`src/sv/rars_pkg.sv`:
```
// Shared types and constants of the ring allreduce chunk scheduler.
package rars_pkg;

  localparam int CHUNK_W = 6;
  localparam int STEP_W  = 7;
  localparam int RCV_W   = 7;
  localparam int WC_W    = 7;
  localparam int RANK_W  = 6;
  localparam int CNT_W   = 3;
  localparam int ACT_W   = 2;
  localparam int CFG_W   = 7;
  localparam int CFG_IDX_W = 1;

  // Remainder unit: dividend below 4*127 + 63, two restoring steps a cycle.
  localparam int DIV_W     = 10;
  localparam int MOD_K_W   = 4;
  localparam logic [MOD_K_W-1:0] MOD_K0     = MOD_K_W'(DIV_W - 1);
  localparam logic [MOD_K_W-1:0] MOD_K_LAST = MOD_K_W'(1);
  localparam logic [MOD_K_W-1:0] MOD_K_DEC  = MOD_K_W'(2);

  localparam logic [WC_W-1:0]  WC_RESET  = WC_W'(8);
  localparam logic [CNT_W-1:0] CNT_MAX   = CNT_W'(7);
  localparam logic [CNT_W-1:0] CNT_LATE  = CNT_W'(2);
  localparam logic [RCV_W-1:0] RCV_MAX   = RCV_W'(127);
  localparam int               RANK_OFS  = 2;

  localparam logic [CFG_IDX_W-1:0] CFG_WORKER_COUNT = CFG_IDX_W'(0);
  localparam logic [CFG_IDX_W-1:0] CFG_NODE_RANK    = CFG_IDX_W'(1);

  typedef enum logic [ACT_W-1:0] {
    ACT_START = 2'd0,
    ACT_SENT  = 2'd1,
    ACT_RECV  = 2'd2,
    ACT_NONE  = 2'd3
  } act_t;

  typedef enum logic {MOD_INIT, MOD_SEND} mod_sel_t;
  typedef enum logic {ADDR_RCHUNK, ADDR_IDX} addr_sel_t;
  typedef enum logic {WR_ONE, WR_INC} wr_sel_t;

  typedef enum logic [3:0] {
    ST_IDLE,
    ST_INIT_MOD,
    ST_INIT_WR,
    ST_RECV_RD,
    ST_RECV_WR,
    ST_TRY,
    ST_TRY_MOD,
    ST_TRY_CHK,
    ST_OUT
  } st_t;

  typedef struct packed {
    logic      load_item;
    logic      clear_all;
    logic      clr_busy;
    logic      rcv_inc;
    logic      mod_start;
    mod_sel_t  mod_sel;
    logic      mem_rd;
    logic      mem_wr;
    addr_sel_t addr_sel;
    wr_sel_t   wr_sel;
    logic      send_issue;
    logic      out_load;
  } rars_cmd_t;

  typedef struct packed {
    logic mod_busy;
    logic rchunk_ok;
    logic can_try;
    logic cnt_lt_max;
    logic chunk_ready;
    logic out_free;
  } rars_sts_t;

endpackage

```
`src/sv/rars_in_if.sv`:
```
// Request channel of the scheduler: one event per request.
interface rars_in_if;
  import rars_pkg::*;

  logic              valid;
  logic              ready;
  logic [ACT_W-1:0]  action;
  logic [CHUNK_W-1:0] received_chunk;

  modport source (output valid, output action, output received_chunk, input ready);
  modport sink   (input valid, input action, input received_chunk, output ready);
endinterface

```
`src/sv/rars_out_if.sv`:
```
// Result channel of the scheduler: one send decision per request.
interface rars_out_if;
  import rars_pkg::*;

  logic               valid;
  logic               ready;
  logic               send_now;
  logic [CHUNK_W-1:0] send_chunk;
  logic [STEP_W-1:0]  send_step;
  logic               all_received;

  modport source (output valid, output send_now, output send_chunk, output send_step,
                  output all_received, input ready);
  modport sink   (input valid, input send_now, input send_chunk, input send_step,
                  input all_received, output ready);
endinterface

```
`src/sv/rars_ram.sv`:
```
// Generic single write port RAM with registered read.
module rars_ram #(
  parameter int WIDTH = 3,
  parameter int DEPTH = 64
) (
  input  logic                     clk,
  input  logic                     we,
  input  logic [$clog2(DEPTH)-1:0] waddr,
  input  logic [WIDTH-1:0]         wdata,
  input  logic                     re,
  input  logic [$clog2(DEPTH)-1:0] raddr,
  output logic [WIDTH-1:0]         rdata
);
  logic [WIDTH-1:0] mem_r [DEPTH];
  logic [WIDTH-1:0] rdata_r;

  always_ff @(posedge clk) begin
    if (we) begin
      mem_r[waddr] <= wdata;
    end
    if (re) begin
      rdata_r <= mem_r[raddr];
    end
  end

  assign rdata = rdata_r;
endmodule

```
`src/sv/rars_mod.sv`:
```
// Iterative remainder unit: two restoring subtract steps per cycle.
module rars_mod (
  input  logic                      clk,
  input  logic                      rst_n,
  input  logic                      start,
  input  logic [rars_pkg::DIV_W-1:0] dividend,
  input  logic [rars_pkg::WC_W-1:0]  divisor,
  output logic                      busy,
  output logic [rars_pkg::WC_W-1:0]  rem
);
  import rars_pkg::*;

  localparam int WW = DIV_W + WC_W;

  logic [DIV_W-1:0]   rem_r;
  logic [WC_W-1:0]    dsr_r;
  logic [MOD_K_W-1:0] k_r;
  logic               busy_r;
  logic [WW-1:0]      rem_w, sh_hi, sh_lo, mid, rem_nxt;

  always_comb begin
    rem_w   = WW'(rem_r);
    sh_hi   = WW'(dsr_r) << k_r;
    sh_lo   = WW'(dsr_r) << (k_r - MOD_K_W'(1));
    mid     = (rem_w >= sh_hi) ? rem_w - sh_hi : rem_w;
    rem_nxt = (mid >= sh_lo) ? mid - sh_lo : mid;
  end

  always_ff @(posedge clk) begin
    if (!rst_n) begin
      busy_r <= 1'b0;
    end else if (start) begin
      busy_r <= 1'b1;
    end else if (busy_r && k_r == MOD_K_LAST) begin
      busy_r <= 1'b0;
    end
  end

  always_ff @(posedge clk) begin
    if (start) begin
      rem_r <= dividend;
      dsr_r <= divisor;
      k_r   <= MOD_K0;
    end else if (busy_r) begin
      rem_r <= DIV_W'(rem_nxt);
      k_r   <= k_r - MOD_K_DEC;
    end
  end

  assign busy = busy_r;
  assign rem  = rem_r[WC_W-1:0];
endmodule

```
`src/sv/rars_dp.sv`:
```
// Datapath: configuration, counters, chunk count store, remainder unit, result register.
module rars_dp #(
  parameter int MAX_WORKERS = 64
) (
  input  logic                          clk,
  input  logic                          rst_n,
  input  logic                          cfg_we,
  input  logic [rars_pkg::CFG_IDX_W-1:0] cfg_index,
  input  logic [rars_pkg::CFG_W-1:0]     cfg_wdata,
  input  logic [rars_pkg::CHUNK_W-1:0]   in_rchunk,
  input  rars_pkg::rars_cmd_t            cmd,
  output rars_pkg::rars_sts_t            sts,
  rars_out_if.source                     out_chan
);
  import rars_pkg::*;

  localparam int IDX_W = $clog2(MAX_WORKERS);

  logic [WC_W-1:0]    wc_r;
  logic [RANK_W-1:0]  rank_r;
  logic [STEP_W-1:0]  step_r;
  logic [RCV_W-1:0]   rcv_r;
  logic               busy_r;
  logic [CHUNK_W-1:0] rchunk_r;
  logic               sent_r;
  logic [CHUNK_W-1:0] sch_r;
  logic [STEP_W-1:0]  sst_r;
  logic [MAX_WORKERS-1:0] vld_r;
  logic               rd_vld_r;

  logic               out_valid_r;
  logic               out_send_r;
  logic [CHUNK_W-1:0] out_chunk_r;
  logic [STEP_W-1:0]  out_step_r;
  logic               out_all_r;

  logic [WC_W-1:0]    n;
  logic [WC_W:0]      lim;
  logic [DIV_W-1:0]   dividend;
  logic [WC_W-1:0]    mod_rem;
  logic               mod_busy;
  logic [IDX_W-1:0]   addr;
  logic [CNT_W-1:0]   rd_data;
  logic [CNT_W-1:0]   cnt;
  logic [CNT_W-1:0]   wr_data;
  logic               all_rcv;

  // Effective ring size, clamped to one and to the store depth.
  always_comb begin
    if (wc_r == '0) begin
      n = WC_W'(1);
    end else if (int'(wc_r) > MAX_WORKERS) begin
      n = WC_W'(MAX_WORKERS);
    end else begin
      n = wc_r;
    end
  end

  assign lim     = {n, 1'b0} - (WC_W + 1)'(1);
  assign all_rcv = {1'b0, rcv_r} >= lim;

  always_comb begin
    case (cmd.mod_sel)
      MOD_INIT: dividend = DIV_W'({n, 1'b0}) + DIV_W'(rank_r) - DIV_W'(RANK_OFS);
      default:  dividend = DIV_W'({n, 2'b00}) + DIV_W'(rank_r) - DIV_W'(RANK_OFS)
                           - DIV_W'(step_r);
    endcase
  end

  rars_mod u_mod (
    .clk      (clk),
    .rst_n    (rst_n),
    .start    (cmd.mod_start),
    .dividend (dividend),
    .divisor  (n),
    .busy     (mod_busy),
    .rem      (mod_rem)
  );

  assign addr    = (cmd.addr_sel == ADDR_IDX) ? IDX_W'(mod_rem) : IDX_W'(rchunk_r);
  // An entry not written since start reads as zero.
  assign cnt     = rd_vld_r ? rd_data : '0;
  assign wr_data = (cmd.wr_sel == WR_ONE) ? CNT_W'(1) : cnt + CNT_W'(1);

  rars_ram #(
    .WIDTH (CNT_W),
    .DEPTH (MAX_WORKERS)
  ) u_counts (
    .clk   (clk),
    .we    (cmd.mem_wr),
    .waddr (addr),
    .wdata (wr_data),
    .re    (cmd.mem_rd),
    .raddr (addr),
    .rdata (rd_data)
  );

  always_comb begin
    sts.mod_busy    = mod_busy;
    sts.rchunk_ok   = {1'b0, rchunk_r} < n;
    sts.can_try     = !busy_r && ({1'b0, step_r} < lim);
    sts.cnt_lt_max  = cnt != CNT_MAX;
    sts.chunk_ready = (step_r < n) ? (cnt != '0) : (cnt == CNT_LATE);
    sts.out_free    = !out_valid_r || out_chan.ready;
  end

  always_ff @(posedge clk) begin
    if (!rst_n) begin
      wc_r   <= WC_RESET;
      rank_r <= '0;
    end else if (cfg_we) begin
      unique case (cfg_index)
        CFG_WORKER_COUNT: wc_r   <= cfg_wdata;
        CFG_NODE_RANK:    rank_r <= cfg_wdata[RANK_W-1:0];
      endcase
    end
  end

  always_ff @(posedge clk) begin
    if (!rst_n) begin
      step_r   <= '0;
      rcv_r    <= '0;
      busy_r   <= 1'b0;
      sent_r   <= 1'b0;
      vld_r    <= '0;
      rd_vld_r <= 1'b0;
    end else begin
      if (cmd.clear_all) begin
        step_r <= '0;
        rcv_r  <= '0;
        busy_r <= 1'b0;
        vld_r  <= '0;
      end
      if (cmd.clr_busy) begin
        busy_r <= 1'b0;
      end
      if (cmd.rcv_inc && rcv_r != RCV_MAX) begin
        rcv_r <= rcv_r + RCV_W'(1);
      end
      if (cmd.load_item) begin
        sent_r <= 1'b0;
      end
      if (cmd.mem_wr) begin
        vld_r[addr] <= 1'b1;
      end
      if (cmd.mem_rd) begin
        rd_vld_r <= vld_r[addr];
      end
      if (cmd.send_issue) begin
        busy_r <= 1'b1;
        step_r <= step_r + STEP_W'(1);
        sent_r <= 1'b1;
      end
    end
  end

  always_ff @(posedge clk) begin
    if (cmd.load_item) begin
      rchunk_r <= in_rchunk;
    end
    if (cmd.send_issue) begin
      sch_r <= CHUNK_W'(mod_rem);
      sst_r <= step_r;
    end
  end

  // Result register: hold until taken, refill only when free.
  always_ff @(posedge clk) begin
    if (!rst_n) begin
      out_valid_r <= 1'b0;
    end else if (cmd.out_load) begin
      out_valid_r <= 1'b1;
    end else if (out_chan.ready) begin
      out_valid_r <= 1'b0;
    end
  end

  always_ff @(posedge clk) begin
    if (cmd.out_load) begin
      out_send_r  <= sent_r;
      out_chunk_r <= sent_r ? sch_r : '0;
      out_step_r  <= sent_r ? sst_r : '0;
      out_all_r   <= all_rcv;
    end
  end

  assign out_chan.valid        = out_valid_r;
  assign out_chan.send_now     = out_send_r;
  assign out_chan.send_chunk   = out_chunk_r;
  assign out_chan.send_step    = out_step_r;
  assign out_chan.all_received = out_all_r;
endmodule

```
`src/sv/rars_ctrl.sv`:
```
// Controller: sequences one request through update, send attempt and result.
module rars_ctrl (
  input  logic                            clk,
  input  logic                            rst_n,
  input  logic                            in_valid,
  input  logic [rars_pkg::ACT_W-1:0]      in_action,
  output logic                            in_ready,
  input  rars_pkg::rars_sts_t             sts,
  output rars_pkg::rars_cmd_t             cmd
);
  import rars_pkg::*;

  st_t  state_r, state_nxt;
  act_t act;

  assign act = act_t'(in_action);

  always_ff @(posedge clk) begin
    if (!rst_n) begin
      state_r <= ST_IDLE;
    end else begin
      state_r <= state_nxt;
    end
  end

  always_comb begin
    state_nxt = state_r;
    unique case (state_r)
      ST_IDLE: begin
        if (in_valid) begin
          unique case (act)
            ACT_START: state_nxt = ST_INIT_MOD;
            ACT_SENT:  state_nxt = ST_TRY;
            ACT_RECV:  state_nxt = ST_RECV_RD;
            ACT_NONE:  state_nxt = ST_OUT;
          endcase
        end
      end
      ST_INIT_MOD: if (!sts.mod_busy) state_nxt = ST_INIT_WR;
      ST_INIT_WR:  state_nxt = ST_TRY;
      ST_RECV_RD:  state_nxt = sts.rchunk_ok ? ST_RECV_WR : ST_TRY;
      ST_RECV_WR:  state_nxt = ST_TRY;
      ST_TRY:      state_nxt = sts.can_try ? ST_TRY_MOD : ST_OUT;
      ST_TRY_MOD:  if (!sts.mod_busy) state_nxt = ST_TRY_CHK;
      ST_TRY_CHK:  state_nxt = ST_OUT;
      ST_OUT:      if (sts.out_free) state_nxt = ST_IDLE;
      default:     state_nxt = ST_IDLE;
    endcase
  end

  always_comb begin
    cmd      = '0;
    in_ready = 1'b0;
    unique case (state_r)
      ST_IDLE: begin
        in_ready = 1'b1;
        if (in_valid) begin
          cmd.load_item = 1'b1;
          unique case (act)
            ACT_START: begin
              cmd.clear_all = 1'b1;
              cmd.mod_start = 1'b1;
              cmd.mod_sel   = MOD_INIT;
            end
            ACT_SENT: cmd.clr_busy = 1'b1;
            ACT_RECV: cmd.rcv_inc  = 1'b1;
            ACT_NONE: ;
          endcase
        end
      end
      ST_INIT_WR: begin
        cmd.mem_wr   = 1'b1;
        cmd.addr_sel = ADDR_IDX;
        cmd.wr_sel   = WR_ONE;
      end
      ST_RECV_RD: begin
        cmd.mem_rd   = sts.rchunk_ok;
        cmd.addr_sel = ADDR_RCHUNK;
      end
      ST_RECV_WR: begin
        // Saturate the count: drop the write once it has reached the top.
        cmd.mem_wr   = sts.cnt_lt_max;
        cmd.addr_sel = ADDR_RCHUNK;
        cmd.wr_sel   = WR_INC;
      end
      ST_TRY: begin
        cmd.mod_start = sts.can_try;
        cmd.mod_sel   = MOD_SEND;
      end
      ST_TRY_MOD: begin
        cmd.mod_sel  = MOD_SEND;
        cmd.mem_rd   = !sts.mod_busy;
        cmd.addr_sel = ADDR_IDX;
      end
      ST_TRY_CHK: begin
        cmd.addr_sel   = ADDR_IDX;
        cmd.send_issue = sts.chunk_ready;
      end
      ST_OUT: cmd.out_load = sts.out_free;
      default: ;
    endcase
  end
endmodule

```
`src/sv/ring_allreduce_chunk_scheduler.sv`:
```
// Top level of the ring allreduce chunk scheduler.
// Each request (start, send completed, chunk received) updates the scheduler
// state and then tries one send; exactly one result comes back per request,
// carrying the send decision and whether the whole ring has been received; an
// unused action code only returns a result. Requests are handled one at a
// time. The chunk index mod the ring size comes from an iterative remainder
// unit that runs once for a send attempt and once more for a start; the count
// store is a RAM with registered read. Results wait in an output register, so a
// new request is taken while the previous result is still pending. Write
// configuration only while no request is in progress.
module ring_allreduce_chunk_scheduler #(
  parameter int MAX_WORKERS = 64
) (
  input  logic                          clk,
  input  logic                          rst_n,
  rars_in_if.sink                       in_chan,
  rars_out_if.source                    out_chan,
  input  logic                          cfg_we,
  input  logic [rars_pkg::CFG_IDX_W-1:0] cfg_index,
  input  logic [rars_pkg::CFG_W-1:0]     cfg_wdata
);
  import rars_pkg::*;

  rars_cmd_t cmd;
  rars_sts_t sts;
  logic      in_ready;

  rars_ctrl u_ctrl (
    .clk       (clk),
    .rst_n     (rst_n),
    .in_valid  (in_chan.valid),
    .in_action (in_chan.action),
    .in_ready  (in_ready),
    .sts       (sts),
    .cmd       (cmd)
  );

  rars_dp #(
    .MAX_WORKERS (MAX_WORKERS)
  ) u_dp (
    .clk       (clk),
    .rst_n     (rst_n),
    .cfg_we    (cfg_we),
    .cfg_index (cfg_index),
    .cfg_wdata (cfg_wdata),
    .in_rchunk (in_chan.received_chunk),
    .cmd       (cmd),
    .sts       (sts),
    .out_chan  (out_chan)
  );

  assign in_chan.ready = in_ready;

  a_one_at_a_time: assert property (@(posedge clk) disable iff (!rst_n)
    (in_chan.valid && in_chan.ready) |=> !in_chan.ready)
    else $error("request accepted while previous one still in progress");

  a_no_send_fields: assert property (@(posedge clk) disable iff (!rst_n)
    (out_chan.valid && !out_chan.send_now) |->
      (out_chan.send_chunk == '0 && out_chan.send_step == '0))
    else $error("result without a send carries chunk or step");

  a_send_needs_free: assert property (@(posedge clk) disable iff (!rst_n)
    cmd.send_issue |-> (sts.chunk_ready && !cmd.mem_wr && !sts.mod_busy))
    else $error("send issued without a settled ready count");

  a_single_mem_op: assert property (@(posedge clk) disable iff (!rst_n)
    !(cmd.mem_wr && cmd.mem_rd))
    else $error("count store read and written in one cycle");
endmodule

```
`src/flat_wrapper.sv`:
```
// flat-port wrapper written by rule: the top's interface ports become plain ports
module ring_allreduce_chunk_scheduler_flat import rars_pkg::*;
#(
  parameter int MAX_WORKERS = 64
)
  (clk, rst_n, cfg_we, cfg_index, cfg_wdata, in_chan_valid, in_chan_action, in_chan_received_chunk, in_chan_ready, out_chan_valid, out_chan_send_now, out_chan_send_chunk, out_chan_send_step, out_chan_all_received, out_chan_ready);
  rars_in_if in_chan_i ();
  rars_out_if out_chan_i ();
  input  logic clk;
  input  logic rst_n;
  input  logic cfg_we;
  input  logic [rars_pkg::CFG_IDX_W-1:0] cfg_index;
  input  logic [rars_pkg::CFG_W-1:0] cfg_wdata;
  input wire logic [$bits(in_chan_i.valid)-1:0] in_chan_valid;
  input wire logic [$bits(in_chan_i.action)-1:0] in_chan_action;
  input wire logic [$bits(in_chan_i.received_chunk)-1:0] in_chan_received_chunk;
  output wire logic [$bits(in_chan_i.ready)-1:0] in_chan_ready;
  output wire logic [$bits(out_chan_i.valid)-1:0] out_chan_valid;
  output wire logic [$bits(out_chan_i.send_now)-1:0] out_chan_send_now;
  output wire logic [$bits(out_chan_i.send_chunk)-1:0] out_chan_send_chunk;
  output wire logic [$bits(out_chan_i.send_step)-1:0] out_chan_send_step;
  output wire logic [$bits(out_chan_i.all_received)-1:0] out_chan_all_received;
  input wire logic [$bits(out_chan_i.ready)-1:0] out_chan_ready;
  assign in_chan_i.valid = in_chan_valid;
  assign in_chan_i.action = in_chan_action;
  assign in_chan_i.received_chunk = in_chan_received_chunk;
  assign in_chan_ready = in_chan_i.ready;
  assign out_chan_valid = out_chan_i.valid;
  assign out_chan_send_now = out_chan_i.send_now;
  assign out_chan_send_chunk = out_chan_i.send_chunk;
  assign out_chan_send_step = out_chan_i.send_step;
  assign out_chan_all_received = out_chan_i.all_received;
  assign out_chan_i.ready = out_chan_ready;
  ring_allreduce_chunk_scheduler #(.MAX_WORKERS(MAX_WORKERS)) u_core (.clk(clk), .rst_n(rst_n), .in_chan(in_chan_i), .out_chan(out_chan_i), .cfg_we(cfg_we), .cfg_index(cfg_index), .cfg_wdata(cfg_wdata));
endmodule
```
`config.mk`:
```
export PLATFORM = sky130hd
export DESIGN_NAME = ring_allreduce_chunk_scheduler_flat
export DESIGN_NICKNAME = d
export VERILOG_FILES = /design/src/sv/rars_pkg.sv /design/src/sv/rars_in_if.sv /design/src/sv/rars_out_if.sv /design/src/sv/rars_ram.sv /design/src/sv/rars_mod.sv /design/src/sv/rars_dp.sv /design/src/sv/rars_ctrl.sv /design/src/sv/ring_allreduce_chunk_scheduler.sv /design/src/flat_wrapper.sv
export SDC_FILE = /design/constraint.sdc
export NUM_CORES = 1
export LEC_CHECK = 0
export BUFFER_PORTS_ARGS = -buffer_cell sky130_fd_sc_hd__buf_2
export CAP_MARGIN = 5
export CELL_PAD_IN_SITES_DETAIL_PLACEMENT = 1
export CELL_PAD_IN_SITES_GLOBAL_PLACEMENT = 1
export CORE_ASPECT_RATIO = 1.1
export CORE_MARGIN = 5
export CORE_UTILIZATION = 44
export DETAILED_ROUTE_END_ITERATION = 10
export PLACE_DENSITY_LB_ADDON = 0.3
export REMOVE_ABC_BUFFERS = 1
export SYNTH_ARGS = -nofsm -noshare
export SYNTH_HDL_FRONTEND = slang
export SYNTH_SLANG_ARGS = --single-unit
```
`constraint.sdc`:
```
create_clock -name clk -period 14 [get_ports clk]
set_input_delay 2.8 -clock clk [delete_from_list [all_inputs] [get_ports clk]]
set_output_delay 2.8 -clock clk [all_outputs]
set_load 0.01 [all_outputs]
```
==> impl.org, run 1 <==
** Route
- Antenna violation net count after detailed routing :: 0
- For this run, the detailed router's first-pass iteration total came to 5.
- Detail-routed via count per cell :: about 5.9
- The routed design has approximately 50 mm of wire.
- In the routed design, unresolved DRC markers number 0.
- Average wire per standard cell :: ~24 um
- After the first detailed-routing iteration, the DRC count stood at ~770.
- Total vias in the final route :: ~12000

** Worst setup path
- Traced cell by cell, the critical path runs through mux2_2, nand2_1, ha_1, nor3_1, a211oi_1, a41oi_1, a21oi_1, buf_4, mux2_2, ha_1, a21o_1, a21oi_1, nand2_1, a211o_1, o31ai_1, a31o_2, nand2_1, o221a_2.
- Type of destination of the critical path :: register
- Largest stage delay on the critical path :: 0.66 ns
- End of the worst register-to-register path :: u_core.u_dp.u_mod.rem_r[2]$_DFFE_PP_
- The slowest stage of the critical path is the dfxtp_1 cell.
- For the worst setup path, the data arrival time is about 6 ns.
- Crit path required time :: roughly 14 ns
- Worst setup SP type :: register
- Combined buffer and inverter count along the critical path :: 1
- For the worst flop-to-flop path, the logic depth is 18.
- Among cell families on the critical path, the largest total delay comes from compound AO/OA/AOI/OAI gates.
- The critical path in this run is classified as register to register.
- The worst register-to-register path begins at u_core.u_dp.u_mod.k_r[1]$_SDFFE_PP0P_.
- Max FO, Critical Path :: 16
- Cell mode on critical path :: nand2_1
- The worst register-to-register path has a setup slack of slightly above 8 ns.

** Clock network
- Clock slew at the register clock pins of the worst setup and hold paths :: ~0.06 ns
- In this run the clock root is driven by a clkbuf_16.
- Number of clock sinks :: around 350
- Postcts setup bufs :: 0
- H-tree depth reported by CTS :: 2
- Clock Path Buffers :: 3
- Clock buffer count from CTS :: 38
- The clock reaches the later pin of the worst-skew pair after 0.56 ns.
- After clock tree synthesis, the repair step resized 0 gates.
- Number of buffers inserted for hold repair after clock tree synthesis :: 0
- Clock tree from TritonCTS :: yes

** Global routing
- Number of global-route vias before repair :: ~13000
- Overall track demand over capacity in global routing :: between 20% and 30%
- Entering global routing, the biggest net connects 74 pins.
- The number of antenna violations at the first check in global routing was 3.
- Overflow after GRT :: 0
- Global-route wire length before repair :: roughly 76 mm

** Floorplan
- 38 I/O pins were placed.
- Die Footprint :: roughly 0.043 mm^2
- Vertical die dimension :: 215.8 um
- In this run the horizontal extent of the chip is ~200 um.
- In this run the core area contains 75 standard-cell rows.
- For this configuration, the core starts out at a cell density of between 40% and 50%.
- After floorplanning, the core was sized to cover around 0.038 mm^2.

** Place
- In this run the cell area measured after placement is ~0.018 mm^2.
- Count of port buffers added during placement :: 37
- Post-DP HPWL :: 32.83 mm
- Post-Place Cells :: between 1500 and 2000
- At the end of routability-driven placement, the weighted congestion stood at 0.8402.

** Layout
- Fraction of final layout cells with drive strength greater than 1 :: under 10%
- Once layout is complete, the utilization of the core stands at around half.
- The library cell used most frequently in the layout, excluding fill and tap cells, is edfxtp_1.
- The net count of the finished layout is approximately 1700.
- The finished cells cover approximately 0.019 mm^2.
- After the flow finishes, the layout carries non-filler instances totaling 2068.
- Commonest non-fill, non-tap cells in the layout :: edfxtp_1 (246), nor2_1 (106), nand2_1 (106)
- From synthesis to final layout, the design area changed by 12.11%.

** STA
- Transition at the pin with the smallest max-transition slack :: 1.157 ns
- The worst path needs 5.872 ns of the cycle, external delays included.
- Final period utilization :: 41.94%
- Headroom to the max-slew limit came out at about 22%.
- Sum of negative setup slack :: 0 ns
- The count of pins over their slew limit is 0.
- Peak Freq :: 170.3 MHz
- Number of hold-slack violations in the final timing report :: 0
- Largest clock skew in the final design :: approximately 0.022 ns
- RSZ-0062 raised after global routing :: false
- Total setup violations reported at the end of the flow :: 0

** Logic synthesis
- In the synthesized netlist the dominant register cell turns out to be edfxtp_1.
- Synth warnings :: 0
- Unique masters post-synth :: 73
- Mux share of post-synthesis cell area :: 2.630%
- In this run the cell area of the synthesized design comes to 0.01694 mm^2.
- A synthesized cell averages 11.25 um^2.
- Share of synthesized area occupied by flip-flops and latches :: between 50% and 60%
- Simple-gate area share of the yosys netlist :: between 10 and 15%
- Fraction of the mapped netlist area in adder cells :: between 7 and 8%
- Counting every instance in the synthesized netlist gives 1505.
- After synthesis the netlist holds a flip-flop and latch count of between 300 and 400.
- Combinational family with the most area after synthesis :: compound AO/OA/AOI/OAI gates
- After Yosys synthesis, XOR and XNOR cells account for ~1.4% of the synthesized area.
- For this run, asynchronously set or reset flops after synthesis account for 0%.
- Yosys mapped a number of flops with a built-in enable equal to approximately 250.
- Complex-gate fraction of the synthesized area :: between 10% and 20%

** Worst hold path
- The worst hold path passes through 2 cells.
- The worst hold path terminates at u_core.u_dp.rank_r[2]$_SDFFE_PN0P_.
- Hold path startpoint :: u_core.u_dp.rank_r[2]$_SDFFE_PN0P_
- The tightest min-delay check is of the register to register type.

** Job
- Number of maximum-capacitance constraint violations :: 0

** Power and ir drop
- Power spread over the standard cell area amounts to around 180 mW/mm^2.
- Maximum vdd drop :: 132.9 uV
- The analysis attributes to cell leakage a power of about 6.8 nW.
- Summing internal, switching and leakage power gives 3.393 mW.

** Run status
- Result of the run :: completed
## worst min-delay path: cells and delay by family, from the launching register on
kind | cells | cell delay, ns
AND/OR/NAND/NOR | 1 | 0.05
flip-flops | 1 | 0.31
AO/OA/AOI/OAI | 1 | 0.07
## cell usage after synthesis, drive strengths merged (13+ instances only)
| master | number | area, um^2 |
|---|---|---|
| edfxtp | 246 | 7387 |
| nand2 | 108 | 407.9 |
| nor2 | 107 | 409.1 |
| dfxtp | 103 | 2062 |
| a21oi | 100 | 500.5 |
| nor2b | 97 | 614.3 |
| ha | 89 | 1114 |
| inv | 63 | 236.5 |
| clkbuf | 56 | 210.2 |
| a22oi | 55 | 412.9 |
| o21ai | 45 | 225.2 |
| nand3 | 32 | 160.2 |
| mux2i | 31 | 310.3 |
| a31oi | 25 | 156.4 |
| nor3 | 25 | 125.1 |
| and2 | 24 | 150.1 |
| a22o | 22 | 192.7 |
| a221oi | 19 | 172.7 |
| a21boi | 18 | 135.1 |
| o21a | 18 | 135.1 |
| xnor2 | 17 | 148.9 |
| a21o | 14 | 105.1 |
| a211oi | 13 | 97.59 |
| buf | 13 | 68.81 |
| nand2b | 13 | 88.83 |
## power breakdown
part / internal, mW / total (mW) / leakage (nW) / switching [mW]
combinational: 0.439 / 1.12 / 3.20 / 0.684
sequential: 1.17 / 1.25 / 2.98 / 0.0753
clock: 0.612 / 1.02 / 0.620 / 0.411
total: 2.22 / 3.39 / 6.81 / 1.17
## flip-flops by register name (all words and copies together) (netlist names), 4 cells and up
name	flops
u_core.u_dp.vld_r	64
u_core.u_dp.rank_r	6
u_core.u_dp.rchunk_r	6
u_core.u_dp.out_chan.send_step	7
u_core.u_dp.wc_r	7
u_core.u_ctrl.state_r	4
u_core.u_dp.sst_r	7
u_core.u_dp.u_counts.mem_r	192
u_core.u_dp.out_chan.send_chunk	6
u_core.u_dp.step_r	7
u_core.u_dp.u_mod.dsr_r	7
u_core.u_dp.sch_r	6
u_core.u_dp.u_mod.rem_r	10
u_core.u_dp.rcv_r	7
## how the worst max path moves through the flow
stage | start | to | slack, ns | depth (start not counted)
floorplan | u_core.u_dp.u_mod.k_r[1]$_SDFFE_PP0P_ | u_core.u_dp.u_mod.rem_r[2]$_DFFE_PP_ | 8.85 | 17
global placement | u_core.u_dp.u_mod.k_r[1]$_SDFFE_PP0P_ | u_core.u_dp.u_mod.rem_r[2]$_DFFE_PP_ | 8.05 | 17
detailed placement | u_core.u_dp.u_mod.k_r[1]$_SDFFE_PP0P_ | u_core.u_dp.u_mod.rem_r[2]$_DFFE_PP_ | 7.71 | 17
CTS | u_core.u_dp.u_mod.k_r[1]$_SDFFE_PP0P_ | u_core.u_dp.u_mod.rem_r[2]$_DFFE_PP_ | 7.72 | 17
global route | u_core.u_dp.u_mod.k_r[1]$_SDFFE_PP0P_ | u_core.u_dp.u_mod.rem_r[2]$_DFFE_PP_ | 7.70 | 18
finish | u_core.u_dp.u_mod.k_r[1]$_SDFFE_PP0P_ | u_core.u_dp.u_mod.rem_r[2]$_DFFE_PP_ | 8.13 | 18
## through the flow
step	setup WS (ns)	hold slack [ns]
finish	8.128	0.4688
global route	7.705	0.5075
CTS	7.716	0.4735
detailed placement	7.710	0.4655
global placement	8.051	0.4553
floorplan	8.853	0.4434
## layer usage
metal | track usage (%) | part of all wire, % | vias to the layer above
li1 | - | - | 5666
met1 | 28.31 | 41 | 6148
met2 | 39.89 | 50 | 308
met3 | 3.571 | 4.8 | 114
met4 | 9.709 | 4.1 | 0
met5 | 0 | 0 | -
## layout make-up
| cell class | count | area (um^2) |
|---|---|---|
| fill | 4080 | 19110 |
| sequential | 349 | 9449 |
| multi-input combinational | 1025 | 7049 |
| clock buffer | 53 | 1079 |
| tap | 500 | 625.6 |
| timing repair buffer | 60 | 357.8 |
| inverter | 64 | 240.2 |
| clock inverter | 14 | 182.7 |
| antenna | 3 | 7.507 |
## cells by family after synthesis
family	count (synthesis)
AOI/OAI and AO/OA	392
buffers and inverters	133
DFF	349
muxes	43
adders and majority gates	96
other	1
and+or+nand+nor	464
xor gates and xnor gates	27
No activity file was read; power rests on OpenSTA's default activity.
==> run 2, diff against run 1 <==
- clock period: 14 -> 6.1 ns (I/O delays scaled with it)
==> run 2 against run 1 <==
Critical path depth stayed put. Sequential power is 130% higher. Power is 130% higher. Setup slack worse by 7.6 ns. Combinational power is 130% higher. Die area stayed put. Via count is 0.55% higher. Highest routed layer unchanged. Register-to-register slack worse by 7.6 ns. Wire length is 0.96% lower. Count of clock-buffer cells in the layout is 2 lower. Clock power is 130% higher.
==> impl.org, run 2 (synthesized netlist as in run 1, its figures left out) <==
** Run status
- Result of the run :: completed

** Worst hold path
- The count of cells along the worst hold path is 2 (unchanged).
- In this run the worst hold path is classified as register to register.

** Layout
- Total number of nets in the final design :: 1658 (+0.18%)
- The flip-flop count of the largest register, all copies and words added came to 192 (unchanged).
- The total non-filler cell area in the finished layout came to 0.01901 mm^2 (about the same).
- In the layout the commonest cells are edfxtp_1 (246), nor2_1 (106), nand2_1 (106).
- The library cell used most frequently in the layout, excluding fill and tap cells, is edfxtp_1.
- Fraction of final layout cells with drive strength greater than 1 :: 10.13% (+0.29 points)
- Area Growth Syn to Fin :: 12.22% (about the same)
- The register with the most flip-flops in the final layout is u_core.u_dp.u_counts.mem_r.
- The largest registers in the layout are u_core.u_dp.u_counts.mem_r x192, u_core.u_dp.vld_r x64, u_core.u_dp.u_mod.rem_r x10.
- The number of inserted diodes is 0 (-3).

** Floorplan
- Core region area :: 0.03810 mm^2 (unchanged)
- Number of primary I/O pins :: 38 (unchanged)
- Starting Density :: 44.46% (unchanged)
- Die Footprint :: 0.04253 mm^2 (unchanged)
- The overall die height came to 215.8 um (unchanged).
- Horizontal die dimension :: 197.1 um (unchanged)
- Number of standard-cell rows in the floorplan :: 75 (unchanged)

** Global routing
- Initial antenna violation count :: 0 (-3)
- Overflow after GRT :: 0 (unchanged)
- The total global-route track usage was 22.59% (-0.34 points).
- The number of global-route vias before repair was 12960 (+0.29%).
- The wire length of the first global-routing pass came to 75.71 mm (-0.52%).
- Maximum number of pins on one net before global-route repair :: 65 (-12%)

** Place
- The port buffer count was 37 (unchanged).
- The total half-perimeter wirelength after legalization and detailed placement is 33.18 mm (+1.1%).
- Cell area reported after detailed placement :: 0.01774 mm^2 (+0.17%)
- Placer congestion estimate :: 0.8544 (+1.7%)

** Worst setup path
- Arr. time, crit path :: 5.87 ns (-0.31 ns)
- Combined buffer and inverter count along the critical path :: 1 (unchanged)
- The most numerous cell type found on the critical path is nand2_1.
- STA classifies the critical path startpoint as a register.
- STA classifies the critical path endpoint as a register.
- The critical path depth was 18 (unchanged).
- On the critical path, the stage with the largest delay is an instance of a31o_2.
- The slack of the worst reg-to-reg path came to 0.54 ns (-7.59 ns).
- Cell breakdown of the critical path :: nor3_1, nand2_1, ha_1, o21ai_0, a211oi_2, a41oi_1, a21oi_2, buf_4, mux2_2, ha_1, a21o_1, a21oi_1, nand2_1, a211o_1, o31ai_1, a31o_2, nand2_1, o221a_2
- Max FO, Critical Path :: 14 (-2)
- Cell type group with the largest total delay on the critical path :: compound AO/OA/AOI/OAI gates
- The number of cells on the worst reg-to-reg path is 18 (unchanged).
- The delay of the slowest cell on the worst path is 0.42 ns (-0.24 ns).
- Crit path required time :: 6.41 ns (-7.90 ns)
- The critical path is of the register to register type.

** Route
- DRC marker count from the first detailed-route iteration :: 842 (+8.8%)
- Detail-routed via count per cell :: 5.946 (+0.50%)
- Router iterations before antenna repair :: 5 (unchanged)
- The total length of routed wires was 48.51 mm (-0.96%).
- The number of antenna-violating nets in the routed design came to 0 (unchanged).
- The vias after detailed routing came to 12300 (+0.55%).
- The average routed wire per standard cell was 23.45 um (-1.0%).
- The number of remaining DRC errors is 0 (unchanged).

** STA
- Peak Freq :: 179.8 MHz (+5.6%)
- Total setup violations reported at the end of the flow :: 0 (unchanged)
- The pin slew with the least headroom to its limit was 1.275 ns (+0.1184 ns).
- The worst-case headroom to the max-slew limit came to 14.99% (-7.3 points).
- The count of pins over their slew limit was 0 (unchanged).
- The final sum of negative setup slack was 0 ns (unchanged).
- RSZ-0062 raised after global routing :: false
- Post-layout min period :: 5.563 ns (-0.3092 ns)
- The period utilization was 91.20% (+49 points).
- Largest clock skew in the final design :: 0.01638 ns (-0.005844 ns)
- The number of failing hold endpoints at the final stage came to 0 (unchanged).

** Power and ir drop
- PwrDens :: 410.9 mW/mm^2 (+130%)
- The leakage power total was 6.819 nW (+0.16%).
- The worst-case vdd ir drop was 280.3 uV (+110%).

** Clock network
- Clock Path Buffers :: 3 (unchanged)
- The quantity of hold-fixing buffers added after cts came to 0 (unchanged).
- Clock buffer count from CTS :: 38 (unchanged)
- Number of clock sinks :: 349 (unchanged)
- The maximum level of the CTS H-tree is 2 (unchanged).
- The tree is rooted in a clkbuf_16.
- The insertion delay of the later-clocked pin in the worst-skew pair came to 0.56 ns (about the same).
- Clock slew at the register clock pins of the worst setup and hold paths :: 0.06 ns (about the same)
- TritonCTS built the clock tree.

** Job
- The max-capacitance violation count came to 0 (unchanged).
-- run 2: where the power goes --
group / leakage (nW) / total (mW) / switching, mW / internal, mW
Sequential: 2.98 / 2.85 / 0.167 / 2.69
Clock: 0.614 / 2.33 / 0.964 / 1.37
Combinational: 3.22 / 2.63 / 1.61 / 1.02
Total: 6.82 / 7.81 / 2.74 / 5.07
-- run 2: repair_timing --
item	CTS	global route
buffers inserted	0	0
setup endpoints to repair	0	9
resized for setup	0	3
-- run 2: stage by stage --
step                      setup slack, ns  total power [mW]  hold WS, ns  utilization [%]  cells
after floorplan                    0.9530             4.612       0.4434                -   1438
after global placement             0.5241             5.366       0.4533            46.57   2001
after detailed placement           0.2089             5.472       0.4673            46.57   2001
after CTS                          0.1975             7.813       0.4759            49.87   2069
after global routing              0.06754             8.223       0.4929            49.89   2069
final                              0.5370             7.811       0.4774            49.89   2069
-- run 2: final cells by class --
type	count	area [um^2]
flip-flops and latches	349	9450
fillers	4091	19090
clock inverters	17	185.2
well taps	500	625.6
repair buffers	63	380.4
inverters	64	240.2
multi-input cells	1025	7058
clock buffers	51	1070
-- run 2: final timing paths --
check	from	end
worst max-delay path	u_core.u_dp.u_mod.k_r[3]$_SDFFE_PP1P_	u_core.u_dp.u_mod.rem_r[2]$_DFFE_PP_
worst min-delay path	u_core.u_dp.rank_r[2]$_SDFFE_PN0P_	u_core.u_dp.rank_r[2]$_SDFFE_PN0P_
worst max register to register	u_core.u_dp.u_mod.k_r[3]$_SDFFE_PP1P_	u_core.u_dp.u_mod.rem_r[2]$_DFFE_PP_
worst min register to register	u_core.u_dp.rank_r[2]$_SDFFE_PN0P_	u_core.u_dp.rank_r[2]$_SDFFE_PN0P_
-- run 2: routing by layer --
layer | track usage (%) | wire, um | vias up
li1 | - | - | 5679
met1 | 28.18 | 19710 | 6194
met2 | 40.92 | 25190 | 344
met3 | 2.994 | 2429 | 86
met4 | 6.426 | 1184 | 0
met5 | 0 | 0 | -
-- run 2: worst register-to-register path, stage by stage (launching register included) --
cell,delay (ns)
dfxtp_1,0.41
nor3_1,0.32
nand2_1,0.19
ha_1,0.36
o21ai_0,0.15
a211oi_2,0.33
a41oi_1,0.25
a21oi_2,0.35
buf_4,0.25
mux2_2,0.36
ha_1,0.34
a21o_1,0.18
a21oi_1,0.18
nand2_1,0.14
a211o_1,0.30
o31ai_1,0.28
a31o_2,0.42
nand2_1,0.20
o221a_2,0.30
